===== src/sv/slp_pkg.sv =====
package slp_pkg;

  localparam logic [7:0] SYNC_BYTE  = 8'hAA;
  localparam logic [7:0] EXT_BYTE   = 8'h55;
  localparam logic [7:0] MAX_LEN    = 8'd170;
  localparam logic [7:0] LONG_CODE  = 8'h80;
  localparam logic [7:0] CLASS_MASK = 8'hC0;
  localparam logic [7:0] HIGH_TAG   = 8'h80;
  localparam logic [7:0] LOW_TAG    = 8'h40;
  localparam logic [7:0] SAT_MAX    = 8'hFF;
  localparam logic [7:0] RAW_LEN    = 8'd2;

  localparam int QUEUE_DEPTH_DEF = 4;

  localparam logic [1:0] ADDR_MODE = 2'd0;

  typedef enum logic [2:0] {
    ST_SYNC1   = 3'd0,
    ST_SYNC2   = 3'd1,
    ST_LENGTH  = 3'd2,
    ST_PAYLOAD = 3'd3,
    ST_CHECK   = 3'd4,
    ST_HIGH    = 3'd5,
    ST_LOW     = 3'd6
  } frame_state_t;

  typedef enum logic [1:0] {
    PH_CODE   = 2'd0,
    PH_LENGTH = 2'd1,
    PH_VALUE  = 2'd2
  } row_phase_t;

  typedef enum logic [2:0] {
    RK_VALUE     = 3'd0,
    RK_EMPTY_ROW = 3'd1,
    RK_GOOD      = 3'd2,
    RK_BAD_SUM   = 3'd3,
    RK_TOO_LONG  = 3'd4,
    RK_LEN_170   = 3'd5,
    RK_RAW_PAIR  = 3'd6
  } result_kind_t;

  typedef struct packed {
    logic [7:0]   high_byte;
    logic [7:0]   data_byte;
    logic [7:0]   byte_index;
    logic [7:0]   row_length;
    logic [7:0]   row_code;
    logic [7:0]   ext_level;
    result_kind_t kind;
  } result_t;

  typedef struct packed {
    logic full;
    logic empty;
  } q_status_t;

endpackage


===== src/sv/slp_front.sv =====
module slp_front (
  input  logic            clk,
  input  logic            rst_n,
  input  logic            mode,
  input  logic            restart,
  input  logic            byte_valid,
  input  logic [7:0]      byte_in,
  output logic            res_valid,
  output slp_pkg::result_t res
);
  import slp_pkg::*;

  frame_state_t fs_r, fs_nxt;
  row_phase_t   ph_r, ph_nxt;
  logic [7:0] plen_r, plen_nxt;
  logic [7:0] brx_r, brx_nxt;
  logic [7:0] sum_r, sum_nxt;
  logic [7:0] prev_r, prev_nxt;
  logic [7:0] ext_r, ext_nxt;
  logic [7:0] code_r, code_nxt;
  logic [7:0] rlen_r, rlen_nxt;
  logic [7:0] pos_r, pos_nxt;
  logic [7:0] pos_inc;
  logic       row_clr;

  frame_state_t start_st;
  assign start_st = mode ? ST_HIGH : ST_SYNC1;
  assign pos_inc  = pos_r + 8'd1;

  always_comb begin
    fs_nxt    = fs_r;
    ph_nxt    = ph_r;
    plen_nxt  = plen_r;
    brx_nxt   = brx_r;
    sum_nxt   = sum_r;
    prev_nxt  = byte_in;
    ext_nxt   = ext_r;
    code_nxt  = code_r;
    rlen_nxt  = rlen_r;
    pos_nxt   = pos_r;
    row_clr   = 1'b0;
    res_valid = 1'b0;
    res       = '0;
    res.kind  = RK_VALUE;

    case (fs_r)
      ST_SYNC1: begin
        if (byte_in == SYNC_BYTE) fs_nxt = ST_SYNC2;
      end
      ST_SYNC2: begin
        fs_nxt = (byte_in == SYNC_BYTE) ? ST_LENGTH : ST_SYNC1;
      end
      ST_LENGTH: begin
        plen_nxt = byte_in;
        if (byte_in > MAX_LEN) begin
          fs_nxt    = ST_SYNC1;
          res_valid = 1'b1;
          res.kind  = RK_TOO_LONG;
        end else if (byte_in == MAX_LEN) begin
          res_valid = 1'b1;
          res.kind  = RK_LEN_170;
        end else begin
          brx_nxt = '0;
          sum_nxt = '0;
          row_clr = 1'b1;
          fs_nxt  = ST_PAYLOAD;
        end
      end
      ST_PAYLOAD: begin
        sum_nxt = sum_r + byte_in;
        if (brx_r < plen_r) begin
          case (ph_r)
            PH_CODE: begin
              if (byte_in == EXT_BYTE) begin
                if (ext_r != SAT_MAX) ext_nxt = ext_r + 8'd1;
              end else begin
                code_nxt = byte_in;
                pos_nxt  = '0;
                if (byte_in >= LONG_CODE) begin
                  ph_nxt = PH_LENGTH;
                end else begin
                  rlen_nxt = 8'd1;
                  ph_nxt   = PH_VALUE;
                end
              end
            end
            PH_LENGTH: begin
              rlen_nxt = byte_in;
              pos_nxt  = '0;
              if (byte_in == 8'd0) begin
                res_valid     = 1'b1;
                res.kind      = RK_EMPTY_ROW;
                res.ext_level = ext_r;
                res.row_code  = code_r;
                row_clr       = 1'b1;
              end else begin
                ph_nxt = PH_VALUE;
              end
            end
            default: begin
              res_valid      = 1'b1;
              res.kind       = RK_VALUE;
              res.ext_level  = ext_r;
              res.row_code   = code_r;
              res.row_length = rlen_r;
              res.byte_index = pos_r;
              res.data_byte  = byte_in;
              pos_nxt        = pos_inc;
              if (pos_inc >= rlen_r) row_clr = 1'b1;
            end
          endcase
        end
        if (brx_r != SAT_MAX) brx_nxt = brx_r + 8'd1;
        if (brx_nxt >= plen_r) fs_nxt = ST_CHECK;
      end
      ST_CHECK: begin
        fs_nxt    = ST_SYNC1;
        res_valid = 1'b1;
        res.kind  = (byte_in == ~sum_r) ? RK_GOOD : RK_BAD_SUM;
        row_clr   = 1'b1;
      end
      ST_HIGH: begin
        if ((byte_in & CLASS_MASK) == HIGH_TAG) fs_nxt = ST_LOW;
      end
      ST_LOW: begin
        if ((byte_in & CLASS_MASK) == LOW_TAG) begin
          res_valid      = 1'b1;
          res.kind       = RK_RAW_PAIR;
          res.row_code   = LONG_CODE;
          res.row_length = RAW_LEN;
          res.data_byte  = byte_in;
          res.high_byte  = prev_r;
        end
        fs_nxt = ST_HIGH;
      end
      default: begin
        fs_nxt = start_st;
      end
    endcase

    if (row_clr) begin
      ph_nxt   = PH_CODE;
      ext_nxt  = '0;
      code_nxt = '0;
      rlen_nxt = '0;
      pos_nxt  = '0;
    end
  end

  always_ff @(posedge clk) begin
    if (!rst_n || restart) begin
      fs_r   <= rst_n ? start_st : ST_SYNC1;
      ph_r   <= PH_CODE;
      plen_r <= '0;
      brx_r  <= '0;
      sum_r  <= '0;
      prev_r <= '0;
      ext_r  <= '0;
      code_r <= '0;
      rlen_r <= '0;
      pos_r  <= '0;
    end else if (byte_valid) begin
      fs_r   <= fs_nxt;
      ph_r   <= ph_nxt;
      plen_r <= plen_nxt;
      brx_r  <= brx_nxt;
      sum_r  <= sum_nxt;
      prev_r <= prev_nxt;
      ext_r  <= ext_nxt;
      code_r <= code_nxt;
      rlen_r <= rlen_nxt;
      pos_r  <= pos_nxt;
    end
  end

endmodule


===== src/sv/slp_queue.sv =====
module slp_queue #(
  parameter int DEPTH = slp_pkg::QUEUE_DEPTH_DEF
) (
  input  logic                clk,
  input  logic                rst_n,
  input  logic                push,
  input  slp_pkg::result_t    push_data,
  input  logic                pop,
  output slp_pkg::result_t    pop_data,
  output slp_pkg::q_status_t  status
);
  import slp_pkg::*;

  localparam int PW = (DEPTH > 1) ? $clog2(DEPTH) : 1;
  localparam int CW = $clog2(DEPTH + 1);
  localparam logic [PW-1:0] LAST = PW'(DEPTH - 1);
  localparam logic [CW-1:0] FULL = CW'(DEPTH);

  result_t         mem [DEPTH];
  logic [PW-1:0]   wr_r, rd_r;
  logic [CW-1:0]   cnt_r, cnt_nxt;

  assign status.full  = (cnt_r == FULL);
  assign status.empty = (cnt_r == '0);
  assign pop_data     = mem[rd_r];

  always_comb begin
    cnt_nxt = cnt_r;
    if (push && !pop) cnt_nxt = cnt_r + CW'(1);
    else if (pop && !push) cnt_nxt = cnt_r - CW'(1);
  end

  always_ff @(posedge clk) begin
    if (push) mem[wr_r] <= push_data;
  end

  always_ff @(posedge clk) begin
    if (!rst_n) begin
      wr_r  <= '0;
      rd_r  <= '0;
      cnt_r <= '0;
    end else begin
      cnt_r <= cnt_nxt;
      if (push) wr_r <= (wr_r == LAST) ? '0 : wr_r + PW'(1);
      if (pop)  rd_r <= (rd_r == LAST) ? '0 : rd_r + PW'(1);
    end
  end

endmodule


===== src/sv/slp_back.sv =====
module slp_back (
  input  logic               clk,
  input  logic               rst_n,
  input  slp_pkg::q_status_t q_status,
  input  slp_pkg::result_t   q_data,
  output logic               q_pop,
  output logic               out_tvalid,
  input  logic               out_tready,
  output logic [47:0]        out_tdata,
  output logic [2:0]         out_tuser
);
  import slp_pkg::*;

  logic    vld_r;
  result_t res_r;

  // refill the output register when it is empty or being drained
  assign q_pop      = !q_status.empty && (!vld_r || out_tready);
  assign out_tvalid = vld_r;
  assign out_tuser  = res_r.kind;
  assign out_tdata  = {res_r.high_byte, res_r.data_byte, res_r.byte_index,
                       res_r.row_length, res_r.row_code, res_r.ext_level};

  always_ff @(posedge clk) begin
    if (!rst_n) begin
      vld_r <= 1'b0;
    end else if (q_pop) begin
      vld_r <= 1'b1;
    end else if (out_tready) begin
      vld_r <= 1'b0;
    end
  end

  always_ff @(posedge clk) begin
    if (q_pop) res_r <= q_data;
  end

endmodule


===== src/sv/sync_length_checksum_packet_parser.sv =====
// Channel  | Ports                          | Item
// ---------+--------------------------------+----------------------------------------
// input    | in_tvalid/in_tready/in_tdata   | one received byte
// output   | out_tvalid/out_tready/out_t*   | one result: kind on tuser, fields on tdata
// config   | cfg_psel..cfg_prdata (APB)     | parser_mode at address 0
//
// One byte is accepted per cycle while in_tready is high; a result it yields is
// written into the queue at the accepting edge and moves on into the output
// register once that is empty or draining (front logic -> queue -> output register).
// Reset is synchronous, active low; a write to parser_mode restarts the parser.
// A four-item queue sits between the byte parser and the output register, so
// in_tready drops only once the output has stalled long enough to fill it.
module sync_length_checksum_packet_parser #(
  parameter int QUEUE_DEPTH = slp_pkg::QUEUE_DEPTH_DEF
) (
  input  logic        clk,
  input  logic        rst_n,
  // input byte stream
  input  logic        in_tvalid,
  output logic        in_tready,
  input  logic [7:0]  in_tdata,     // [7:0] in_byte
  // result stream
  output logic        out_tvalid,
  input  logic        out_tready,
  output logic [47:0] out_tdata,    // ext_level, row_code, row_length, byte_index,
                                    // data_byte, high_byte (8 bits each, low first)
  output logic [2:0]  out_tuser,    // [2:0] result_kind
  // configuration
  input  logic        cfg_psel,
  input  logic        cfg_penable,
  input  logic        cfg_pwrite,
  input  logic [2:0]  cfg_paddr,
  input  logic [31:0] cfg_pwdata,
  output logic [31:0] cfg_prdata,
  output logic        cfg_pready
);
  import slp_pkg::*;

  logic       mode_r;
  logic       cfg_wr;
  logic       in_acc;
  logic       push;
  logic       pop;
  result_t    push_data;
  result_t    pop_data;
  q_status_t  q_stat;

  // config port: word address 0 holds the mode bit
  assign cfg_pready = 1'b1;
  assign cfg_wr     = cfg_psel && cfg_penable && cfg_pwrite && cfg_pready
                      && (cfg_paddr[2] == ADDR_MODE[0]);
  assign cfg_prdata = (cfg_paddr[2] == ADDR_MODE[0]) ? {31'd0, mode_r} : 32'd0;

  always_ff @(posedge clk) begin
    if (!rst_n) begin
      mode_r <= 1'b0;
    end else if (cfg_wr) begin
      mode_r <= cfg_pwdata[0];
    end
  end

  assign in_tready = !q_stat.full;
  assign in_acc    = in_tvalid && in_tready;

  logic res_valid;

  slp_front u_front (
    .clk        (clk),
    .rst_n      (rst_n),
    .mode       (cfg_wr ? cfg_pwdata[0] : mode_r),
    .restart    (cfg_wr),
    .byte_valid (in_acc),
    .byte_in    (in_tdata),
    .res_valid  (res_valid),
    .res        (push_data)
  );

  assign push = in_acc && res_valid;

  slp_queue #(
    .DEPTH (QUEUE_DEPTH)
  ) u_queue (
    .clk       (clk),
    .rst_n     (rst_n),
    .push      (push),
    .push_data (push_data),
    .pop       (pop),
    .pop_data  (pop_data),
    .status    (q_stat)
  );

  slp_back u_back (
    .clk        (clk),
    .rst_n      (rst_n),
    .q_status   (q_stat),
    .q_data     (pop_data),
    .q_pop      (pop),
    .out_tvalid (out_tvalid),
    .out_tready (out_tready),
    .out_tdata  (out_tdata),
    .out_tuser  (out_tuser)
  );

  // raw mode only ever produces raw pairs
  a_raw_kind: assert property (@(posedge clk) disable iff (!rst_n)
    (push && mode_r && !cfg_wr) |-> (push_data.kind == RK_RAW_PAIR))
    else $error("non-raw result in raw mode");

  // packet mode never produces raw pairs
  a_pkt_kind: assert property (@(posedge clk) disable iff (!rst_n)
    (push && !mode_r && !cfg_wr) |-> (push_data.kind != RK_RAW_PAIR))
    else $error("raw pair in packet mode");

  // queue never pushed while full, never popped while empty
  a_q_bounds: assert property (@(posedge clk) disable iff (!rst_n)
    !(push && q_stat.full) && !(pop && q_stat.empty))
    else $error("queue overflow or underflow");

  // a popped item shows on the output next cycle
  a_pop_out: assert property (@(posedge clk) disable iff (!rst_n)
    pop |=> (out_tvalid && out_tuser == $past(pop_data.kind)))
    else $error("popped item not presented");

endmodule


===== config.mk =====
export PLATFORM = sky130hd
export DESIGN_NAME = sync_length_checksum_packet_parser
export DESIGN_NICKNAME = d
export VERILOG_FILES = /design/src/sv/slp_pkg.sv /design/src/sv/slp_front.sv /design/src/sv/slp_queue.sv /design/src/sv/slp_back.sv /design/src/sv/sync_length_checksum_packet_parser.sv
export SDC_FILE = /design/constraint.sdc
export NUM_CORES = 1
export LEC_CHECK = 0
export CORE_MARGIN = 10
export CORE_UTILIZATION = 55
export CTS_CLUSTER_DIAMETER = 60
export DETAILED_ROUTE_END_ITERATION = 10
export DONT_BUFFER_PORTS = 1
export PLACE_DENSITY = 0.7
export SETUP_SLACK_MARGIN = 0.05
export SLEW_MARGIN = 20
export SYNTH_ARGS = -nofsm -noshare
export SYNTH_HDL_FRONTEND = slang
export SYNTH_SLANG_ARGS = --single-unit

===== constraint.sdc =====
create_clock -name clk -period 5.7 [get_ports clk]
set_input_delay 0.285 -clock clk [delete_from_list [all_inputs] [get_ports clk]]
set_output_delay 0.285 -clock clk [all_outputs]
set_load 0.05 [all_outputs]

==> key figures <==
GRT
  • GR met1 Demand/Resource: 0.2152
  • Pin count of the biggest net entering global routing: 54
  • Initial antenna violation count: 1
  • GR Util met3: 0.04880
  • Vias in the first global route: 7818
  • Top Usage Layer GRT: met2
  • Total gr overflow: 0
  • GRT Overall Usage: 0.1709
  • Met2 global-route usage: 0.2780
  • First-pass GRT wire length: 44700 um

CTS
  • Post-CTS setup buffers: 0
  • Clk buf depth: 3
  • # clock sinks: roughly 330
  • H-tree levels: 2
  • TritonCTS clock tree: yes
  • CTS buffer count: 36
  • Latest clock arrival within the worst-skew pair: 520 ps
  • Worst-path clk slew: 50 ps
  • Clock Root Buffer: clkbuf_16

Run
  • Max-capacitance violation count: 0

Timing
  • Final hold vios: 0
  • RSZ-0062 raised after global routing: false
  • Fin Setup TNS: 0 ps
  • Period utilization: 0.6454
  • Max Fclk: around 270 MHz
  • Final setup vio count: 0
  • Final Critical Period: around 3700 ps
  • Max Slew Vio Count: 0
  • Worst slew margin: 0.3046
  • Skew final: 21.24 ps
  • Final worst setup slack: 2021 ps
  • Slew @ Worst Pin: 1039 ps
  • Hold Slack: ~39 ps

Logic synthesis
  • Async S/R FF share, synth: 0
  • Post-synth EDFFs: 258
  • #FFs+latches synth: ~330
  • Syn Std Cell Area: 0.01409 mm^2
  • Mapped Cells: 969
  • Predominant post-synthesis flop cell: edfxtp_1
  • Cell variety after synth: 61
  • Mean post-synth cell area: 14.54 um^2
  • Register area share after synthesis: 0.6564
  • Yosys Warn Count: 0

Critical path
  • Reg2reg path depth: 10
  • Delay-heaviest family, CP: simple AND/OR/NAND/NOR gates
  • R2R Path End: u_queue.cnt_r[2]
  • Data arrival, critical path: 4100 ps
  • CP Launch Type: flop
  • CP Class: reg2reg
  • R2R Setup Slk: between 2000 and 2500 ps
  • Type of element capturing the critical path: flop
  • Crit-path max cell delay: 780 ps
  • Worst Path Buf+Inv: 1
  • Worst reg2reg path startpoint: u_queue.cnt_r[0]
  • Number of cells on the critical path: 10
  • Crit Path Max Fanout: 21
  • Crit-path slowest cell: and2_1
  • Crit path required time: approximately 6100 ps
  • Cell breakdown of the critical path: or3b_1 -> and2_1 -> o211ai_1 -> a21oi_4 -> ha_1 -> inv_1 -> fa_1 -> xor2_1 -> or3_1 -> a21boi_0

Pwr
  • Total power: 7.363 mW
  • LEAKAGE: 5.311 nW
  • Pwr Density: between 400 and 500 mW/mm^2
  • Max IR drop VDD: 0.3315 mV

Drt
  • Number of remaining DRC errors: 0
  • Vias: 7719
  • Wire per inst: 21.06 um
  • Antenna-violating nets left: 0
  • Drt via density: 5.756
  • Initial drt markers: 664
  • Drt pass-1 iters: 5
  • Post-Route WL: 28240 um

Die
  • Total die area: 0.03242 mm^2
  • I/O pin total: 136
  • Core ar.: 0.02518 mm^2
  • Starting Density: 0.5595
  • Std-Cell Rows: 58
  • Die Height: 180.1 um
  • Width of the die: 180.1 um

Hold path
  • Worst hold path endpoint: u_front.sum_r[7]
  • Hold path cells: 3
  • Hold WC Path Type: in2reg
  • Hold Path Origin: in_tdata[7]

Cells and area
  • Multi-input logic area: 0.004492 mm^2
  • Most frequent cells in the layout: edfxtp_1 (258), dfxtp_1 (73), nor2_1 (63)
  • Finished Cell Area: 0.01562 mm^2
  • Layout cells sized above 1: 0.1277
  • Final net count: ~1100
  • P&R area growth vs syn: 10.88%
  • Largest register FFs: 204
  • Layout Cells excl Fill: 1341
  • Filler cell count: 1836
  • Biggest register: u_queue.mem
  • Most common cell after layout, fill and taps aside: edfxtp_1
  • FF/Latch Area: 0.009256 mm^2
  • Post-layout util: 0.6204

Place
  • Port bufs: 0
  • GP Congestion: 0.8421
  • Pre-CTS WS: 2066 ps
  • Post-DP Area: 0.01430 mm^2
  • Post-Place Cells: 1264
  • Detailed Place HPWL: 16600 um

Outcome
  • Status: completed
-- layer usage --
layer,vias to the layer above,share of wire
met1,3794,0.42
met4,0,0.030
met3,51,0.071
met2,232,0.48
met5,-,0
li1,3642,-
-- cells by family (layout without fill, tap and decap cells) --
| family | after synthesis | after routing | synth area share |
|---|---|---|---|
| AOI/OAI and AO/OA | 142 | 142 | 0.06536 |
| xor gates and xnor gates | 29 | 29 | 0.01803 |
| adders and majority gates | 41 | 41 | 0.03747 |
| buffers and inverters | 94 | 105 | 0.03428 |
| DFF | 333 | 333 | 0.6564 |
| muxes | 65 | 65 | 0.09155 |
| other | 2 | 33 | 0.0005330 |
| and+or+nand+nor | 263 | 263 | 0.09635 |
-- synthesized netlist by cell type (all sizes together), types with 3 or more instances --
library cell,count,share of area
a22oi,9,0.0048
nor3,17,0.0064
nand3,21,0.0075
a21oi,42,0.016
nor2,63,0.017
mux4,51,0.082
nand2b,10,0.0044
or3,3,0.0013
a21o,12,0.0064
nand4,5,0.0022
a31oi,8,0.0036
o211ai,4,0.0021
nor2b,20,0.0089
mux2i,13,0.0092
inv,22,0.0059
xnor2,16,0.0099
a22o,3,0.0019
edfxtp,258,0.55
and2,31,0.014
nor4,3,0.0033
o31ai,11,0.0059
buf,43,0.021
clkbuf,29,0.0077
o21ai,30,0.011
a211oi,6,0.0036
ha,39,0.035
nand2,53,0.014
dfxtp,75,0.11
and3,27,0.012
xor2,13,0.0081
-- tightest hold or removal path: stages --
cell and delay (ps):
xor2_1 60, nand3_1 80, a31oi_1 70
-- where the power goes --
group / internal [mW] / switching, mW
combinational: 0.449 / 0.550
sequential: 3.07 / 0.934
clock: 1.43 / 0.929
-- final cells by class --
class	instances	share of cell area
flip-flops and latches	333	0.5925
multi-input cells	572	0.2875
clock buffers	45	0.06319
well taps	330	0.02643
clock inverters	21	0.01514
repair buffers	17	0.009771
inverters	22	0.005286
diodes	1	0.0001602
-- worst max-delay path by stage --
stage                           start          endpoint  slack (ps)
floorplan           u_back.out_tvalid  u_queue.cnt_r[2]        1120
global placement     u_queue.cnt_r[0]  u_queue.cnt_r[2]        2100
detailed placement   u_queue.cnt_r[0]  u_queue.cnt_r[2]        2070
CTS                  u_queue.cnt_r[0]  u_queue.cnt_r[2]        2050
global route         u_queue.cnt_r[0]  u_queue.cnt_r[2]        1740
finish               u_queue.cnt_r[0]  u_queue.cnt_r[2]        2020
-- what timing repair did --
item | in CTS | in global routing
setup endpoints to repair | 0 | 0
hold buffers | 10 | 0
hold endpoints to repair | 42 | 0
resized for setup | 0 | 0
No activity file was read; power rests on OpenSTA's default activity.
